## config.mk

```make
export PLATFORM = sky130hd
export DESIGN_NAME = mlss_ctrl
export DESIGN_NICKNAME = d
export VERILOG_FILES = /design/src/hdl/mlss_pkg.sv /design/src/hdl/mlss_ctrl.sv
export SDC_FILE = /design/constraint.sdc
export NUM_CORES = 1
export LEC_CHECK = 0
export BUFFER_PORTS_ARGS = -buffer_cell sky130_fd_sc_hd__buf_2
export CORE_UTILIZATION = 49
export DETAILED_ROUTE_END_ITERATION = 12
export PLACE_DENSITY = 0.79
export SETUP_SLACK_MARGIN = 0.1
export SLEW_MARGIN = 20
export SYNTH_ARGS = -nofsm -noshare
export SYNTH_HDL_FRONTEND = slang
export SYNTH_SLANG_ARGS = --single-unit
```

## constraint.sdc

```tcl
create_clock -name clk -period 2.6 [get_ports clk]
set_clock_uncertainty 0.05 [all_clocks]
set_input_delay 0.52 -clock clk [delete_from_list [all_inputs] [get_ports clk]]
set_output_delay 0.52 -clock clk [all_outputs]
set_load 0.005 [all_outputs]
```

## src/hdl/mlss_pkg.sv

```systemverilog
// Shared types and constants for the move list score sorter.
// Used by mlss_ctrl, mlss_dpath and move_list_score_sorter_top; no dependencies.
`timescale 1ns / 1ps

package mlss_pkg;

	localparam int MAX_ENTRIES_DEF  = 256;
	localparam int PAYLOAD_BITS_DEF = 32;

	localparam int OP_W    = 3;
	localparam int KEY_W   = 16;
	localparam int WORD_W  = 32;
	localparam int SCORE_W = 32;
	localparam int POS_W   = 8;
	localparam int RES_W   = 2;
	localparam int CNT_W   = 9;

	typedef enum logic [OP_W-1:0] {
		OP_CLEAR    = 3'd0,
		OP_APPEND   = 3'd1,
		OP_SORT_ALL = 3'd2,
		OP_SORT_POS = 3'd3,
		OP_FIND     = 3'd4,
		OP_READ     = 3'd5
	} op_t;

	typedef enum logic [RES_W-1:0] {
		RES_OK        = 2'd0,
		RES_NOT_FOUND = 2'd1,
		RES_BAD       = 2'd2
	} res_t;

	typedef enum logic [1:0] {
		BASE_HOLD = 2'd0,
		BASE_ZERO = 2'd1,
		BASE_POS  = 2'd2,
		BASE_NEXT = 2'd3
	} base_sel_t;

	typedef enum logic [1:0] {
		WR_APPEND = 2'd0,
		WR_BASE   = 2'd1,
		WR_BEST   = 2'd2
	} wr_sel_t;

	typedef struct packed {
		logic      capture;
		logic      clear;
		logic      count_inc;
		logic      wr_en;
		wr_sel_t   wr_sel;
		logic      scan_start;
		base_sel_t base_sel;
		logic      end_one;
		logic      scan_step;
		logic      load_result;
		res_t      res;
	} cmd_t;

	typedef struct packed {
		op_t  op;
		logic scan_busy;
		logic swap_needed;
		logic more_bases;
		logic pos_bad;
		logic table_full;
		logic two_plus;
		logic hit;
		logic out_free;
	} sts_t;

endpackage

```

## src/hdl/mlss_ctrl.sv

```systemverilog
// Sequencer for the move list score sorter: decodes each item and steps the datapath.
// Depends on mlss_pkg.
`timescale 1ns / 1ps

module mlss_ctrl
	import mlss_pkg::*;
(
	input  logic clk,
	input  logic arst_n,
	input  logic in_valid,
	output logic in_ready,
	input  sts_t sts,
	output cmd_t cmd
);

	typedef enum logic [5:0] {
		S_IDLE     = 6'b000001,
		S_DISPATCH = 6'b000010,
		S_SCAN     = 6'b000100,
		S_SWAP_A   = 6'b001000,
		S_SWAP_B   = 6'b010000,
		S_DONE     = 6'b100000
	} state_t;

	state_t state_q, state_d;
	res_t   res_q, res_d;

	assign in_ready = (state_q == S_IDLE);

	always_comb begin
		state_d = state_q;
		res_d   = res_q;
		cmd     = '0;
		cmd.res = res_q;
		case (state_q)
			S_IDLE: begin
				if (in_valid) begin
					cmd.capture = 1'b1;
					state_d     = S_DISPATCH;
				end
			end
			S_DISPATCH: begin
				res_d   = RES_OK;
				state_d = S_DONE;
				case (sts.op)
					OP_CLEAR: begin
						cmd.clear = 1'b1;
					end
					OP_APPEND: begin
						if (sts.table_full) begin
							res_d = RES_BAD;
						end else begin
							cmd.wr_en     = 1'b1;
							cmd.wr_sel    = WR_APPEND;
							cmd.count_inc = 1'b1;
						end
					end
					OP_SORT_ALL: begin
						if (sts.two_plus) begin
							cmd.scan_start = 1'b1;
							cmd.base_sel   = BASE_ZERO;
							state_d        = S_SCAN;
						end
					end
					OP_SORT_POS: begin
						if (sts.pos_bad) begin
							res_d = RES_BAD;
						end else begin
							cmd.scan_start = 1'b1;
							cmd.base_sel   = BASE_POS;
							state_d        = S_SCAN;
						end
					end
					OP_FIND: begin
						cmd.scan_start = 1'b1;
						cmd.base_sel   = BASE_ZERO;
						state_d        = S_SCAN;
					end
					OP_READ: begin
						if (sts.pos_bad) begin
							res_d = RES_BAD;
						end else begin
							cmd.scan_start = 1'b1;
							cmd.base_sel   = BASE_POS;
							cmd.end_one    = 1'b1;
							state_d        = S_SCAN;
						end
					end
					default: begin
						// unused codes: no change, plain ok
					end
				endcase
			end
			S_SCAN: begin
				cmd.scan_step = 1'b1;
				if (!sts.scan_busy) begin
					case (sts.op)
						OP_FIND: begin
							res_d   = sts.hit ? RES_OK : RES_NOT_FOUND;
							state_d = S_DONE;
						end
						OP_SORT_ALL, OP_SORT_POS: begin
							if (sts.swap_needed) begin
								state_d = S_SWAP_A;
							end else if (sts.op == OP_SORT_ALL && sts.more_bases) begin
								cmd.scan_start = 1'b1;
								cmd.base_sel   = BASE_NEXT;
								state_d        = S_SCAN;
							end else begin
								state_d = S_DONE;
							end
						end
						default: begin
							state_d = S_DONE;
						end
					endcase
				end
			end
			S_SWAP_A: begin
				cmd.wr_en  = 1'b1;
				cmd.wr_sel = WR_BASE;
				state_d    = S_SWAP_B;
			end
			S_SWAP_B: begin
				cmd.wr_en  = 1'b1;
				cmd.wr_sel = WR_BEST;
				// advance to the next position of a full sort
				if (sts.op == OP_SORT_ALL && sts.more_bases) begin
					cmd.scan_start = 1'b1;
					cmd.base_sel   = BASE_NEXT;
					state_d        = S_SCAN;
				end else begin
					state_d = S_DONE;
				end
			end
			S_DONE: begin
				if (sts.out_free) begin
					cmd.load_result = 1'b1;
					state_d         = S_IDLE;
				end
			end
			default: begin
				state_d = S_IDLE;
			end
		endcase
	end

	always_ff @(posedge clk or negedge arst_n) begin
		if (!arst_n) begin
			state_q <= S_IDLE;
			res_q   <= RES_OK;
		end else begin
			state_q <= state_d;
			res_q   <= res_d;
		end
	end

endmodule

```

==> results.py <==
metrics = {
    "status": {
        "status": "completed",
    },
    "critical_path": {
        "r2r-start": "state_q[5]",
        "crit_buf_inv": 1,
        "r2r-end": "state_q[0]",
        "cp.arrival_ns": 1.83,
        "crit_chain": "or4_1 > nor4_2 > o21ai_2 > o31ai_1 > buf_2",
        "worst_r2r_path_depth": 5,
        "path_class": "register to output port",
        "crit_family": "simple AND/OR/NAND/NOR gates",
        "worstPathMaxFanout": 5,
        "critPathMaxStageDelay_ns": 0.55,
        "cp-start-kind": "register",
        "required_ns": 2.03,
        "worstSetupEndpointType": "output port",
        "crit_slowest_cell": "or4_1",
        "ff2ff_setup_slack_ns": 0.87,
    },
    "synthesis": {
        "ys_async_sr_fraction_pct": 100,
        "netlist_area_um2": 687,
        "synth_cells": 74,
        "yosys_warnings": 0,
        "ys_ff_latch": 8,
        "ys_types": 40,
        "synth_edf_count": 0,
        "syn_avg_cell_area_um2": 9.28,
        "synth_nets": 88,
        "synth_top_area_cell": "dfrtp_1",
        "ys.flop_type": "dfrtp_1",
        "synth_area_leaders": "dfrtp_1 (26%), nor4_4 (6.2%), nor2b_1 (5.5%)",
        "synth_top_area_share_pct": 25.5,
        "synth-seq-area-share_pct": 29.3,
    },
    "cts": {
        "cts-root-buf": "clkbuf_4",
        "cts.path.max_buffers": 2,
        "clk_latency_ns": 0.26,
        "h-tree-depth": 1,
        "numCtsBuffers": 3,
        "clk_pin_slew_ns": 0.06,
        "ctsHoldBuffers": 0,
        "cts_sinks": 8,
        "cts_tree": "done",
    },
    "power_and_ir_drop": {
        "peakVddDrop_mv": 0.461,
        "power_density_nw_per_um2": 698,
        "p_leak_nw": 0.451,
    },
    "sta": {
        "rsz0062_at_grt": "no",
        "relSlewSlack_pct": 73.8,
        "setup_violations": 0,
        "period_needed_ns": 2.40,
        "hold_viol": 0,
        "slew_violations": 0,
        "fin_tns_setup_ns": 0,
        "fmax_mhz": 417,
        "worst_pin_slew_ns": 0.390,
        "period_share_pct": 92.3,
    },
    "place": {
        "numPortBuffers": 28,
        "dp_hpwl_um": 1320,
        "gp_congestion": 0.846,
        "placedCellCount": 115,
    },
    "detailed_routing": {
        "dr.pass1.iters": 4,
        "routed_wl_um": 1750,
        "drt_iter0_drc": 41,
        "vias": 733,
        "drc_errors": 0,
        "ant_nets": 0,
        "vias_per_cell": 6.06,
        "wl_per_cell_um": 14.4,
    },
    "floorplan": {
        "start_util_pct": 52.8,
        "die-area_um2": 1560,
        "io_pins": 29,
        "core_area_um2": 1300,
        "die_h_um": 39.4,
        "chipWidth_um": 39.4,
        "core.rowCount": 13,
    },
    "global_routing": {
        "grtUsageTotal_pct": 24.5,
        "antenna_found_initial": 0,
        "overflow": 0,
        "grt_first_pass_wirelength_um": 2530,
        "grt_pass1_vias": 568,
        "grt_max_degree": 11,
    },
    "cells_and_area": {
        "finalNonFillerCells": 121,
        "multi_input_area_um2": 464,
        "drive_gt1_share_pct": 49.1,
        "nets": 121,
        "nFillCells": 100,
        "area_growth_syn_to_layout_pct": 29.1,
        "area.sequential_um2": 204,
        "antenna_cells": 0,
    },
    "worst_hold_path": {
        "hp-class": "input port to asynchronous set/reset pin",
    },
    "flow_run": {
        "drv_cap": 0,
    },
}
==> per-stage QoR <==
step	setup slack, ns	hold slack (ns)	total power [mW]	area, um2	utilization (%)
final	0.200	0.0401	0.619	887	68.2
after global routing	0.108	0.0419	0.663	887	68.2
after CTS	0.178	0.0436	0.602	866	66.5
after detailed placement	0.469	0.322	0.493	840	64.5
after global placement	0.470	0.317	0.488	840	64.5
after floorplan	0.660	0.174	0.405	687	-
==> flip-flops by register name, summed over array words and instances (netlist names) <==
signal   flops
res_q        2
state_q      6
==> report_power, final <==
part / internal (mW) / switching, mW / total [mW] / leakage, nW
combinational: 0.160 / 0.154 / 0.314 / 0.333
sequential: 0.158 / 0.0454 / 0.204 / 0.103
clock: 0.0587 / 0.0431 / 0.102 / 0.0150
==> routing by layer <==
| metal | up-vias | global-route usage [%] | share of wire (%) |
|---|---|---|---|
| met2 | 32 | 39.3 | 48 |
| met1 | 348 | 32.3 | 45 |
| met3 | 0 | 9.66 | 7.0 |
| li1 | 353 | - | - |
| met5 | - | 0 | 0 |
| met4 | 0 | 0.862 | 0 |
==> cells in the final DEF (no fill, tap or decap), types with 2 or more instances in the layout <==
cell type,n
a32oi_1,2
and2_1,2
and3_2,2
buf_2,28
buf_4,3
clkbuf_4,3
dfrtp_1,5
dfrtp_2,2
inv_1,3
nand2_1,6
nand2b_1,2
nand3_1,4
nor2_1,3
nor2b_1,6
nor3_1,2
nor4_2,3
nor4_4,2
o21ai_1,2
==> Yosys cell counts (2+ instances only) <==
cell type and instances:
dfrtp_1 7, o21ai_1 3, and2_1 2, nor4_2 3, nand2b_1 2, nor2_1 3
nor3_1 2, and3_2 2, a32oi_1 2, nand2_1 6, buf_2 2, nand3_1 4
inv_1 3, nor2b_1 6, nor4_4 2
==> cell type report <==
class,instances,share of cell area [%]
multi-input combinational,60,52.3
tap,15,2.12
sequential,8,23.0
inverter,3,1.27
clock buffer,4,2.96
timing repair buffer,31,18.3
==> how the worst max path moves through the flow <==
stage,from,end,slack [ns],depth (start not counted)
4_1_cts,state_q[5],cmd[5],0.18,5
5_1_grt,state_q[1],cmd[5],0.11,5
2_1_floorplan,sts[9],cmd[7],0.66,5
3_3_place_gp,state_q[3],cmd[7],0.47,5
3_5_place_dp,state_q[1],cmd[5],0.47,5
6_report,state_q[1],cmd[5],0.20,5
==> timing repair <==
action | CTS | global route
gates resized for setup | 0 | 3
buffers inserted | 0 | 2
setup endpoints to repair | 0 | 2
==> cells by family after synthesis <==
group	Yosys count	share of synthesized area [%]
AOI/OAI and AO/OA	16	19.3
buffers and inverters	6	3.64
DFF	8	29.3
muxes	1	1.46
and+or+nand+nor	43	46.3
==> worst register-to-register path, stage by stage (launching register included) <==
cell      delay [ns]
dfrtp_2         0.47
nor4_4          0.39
buf_4           0.18
nand3b_2        0.12
o211ai_2        0.25
o211a_1         0.20
(Power assumes the default switching activity.)
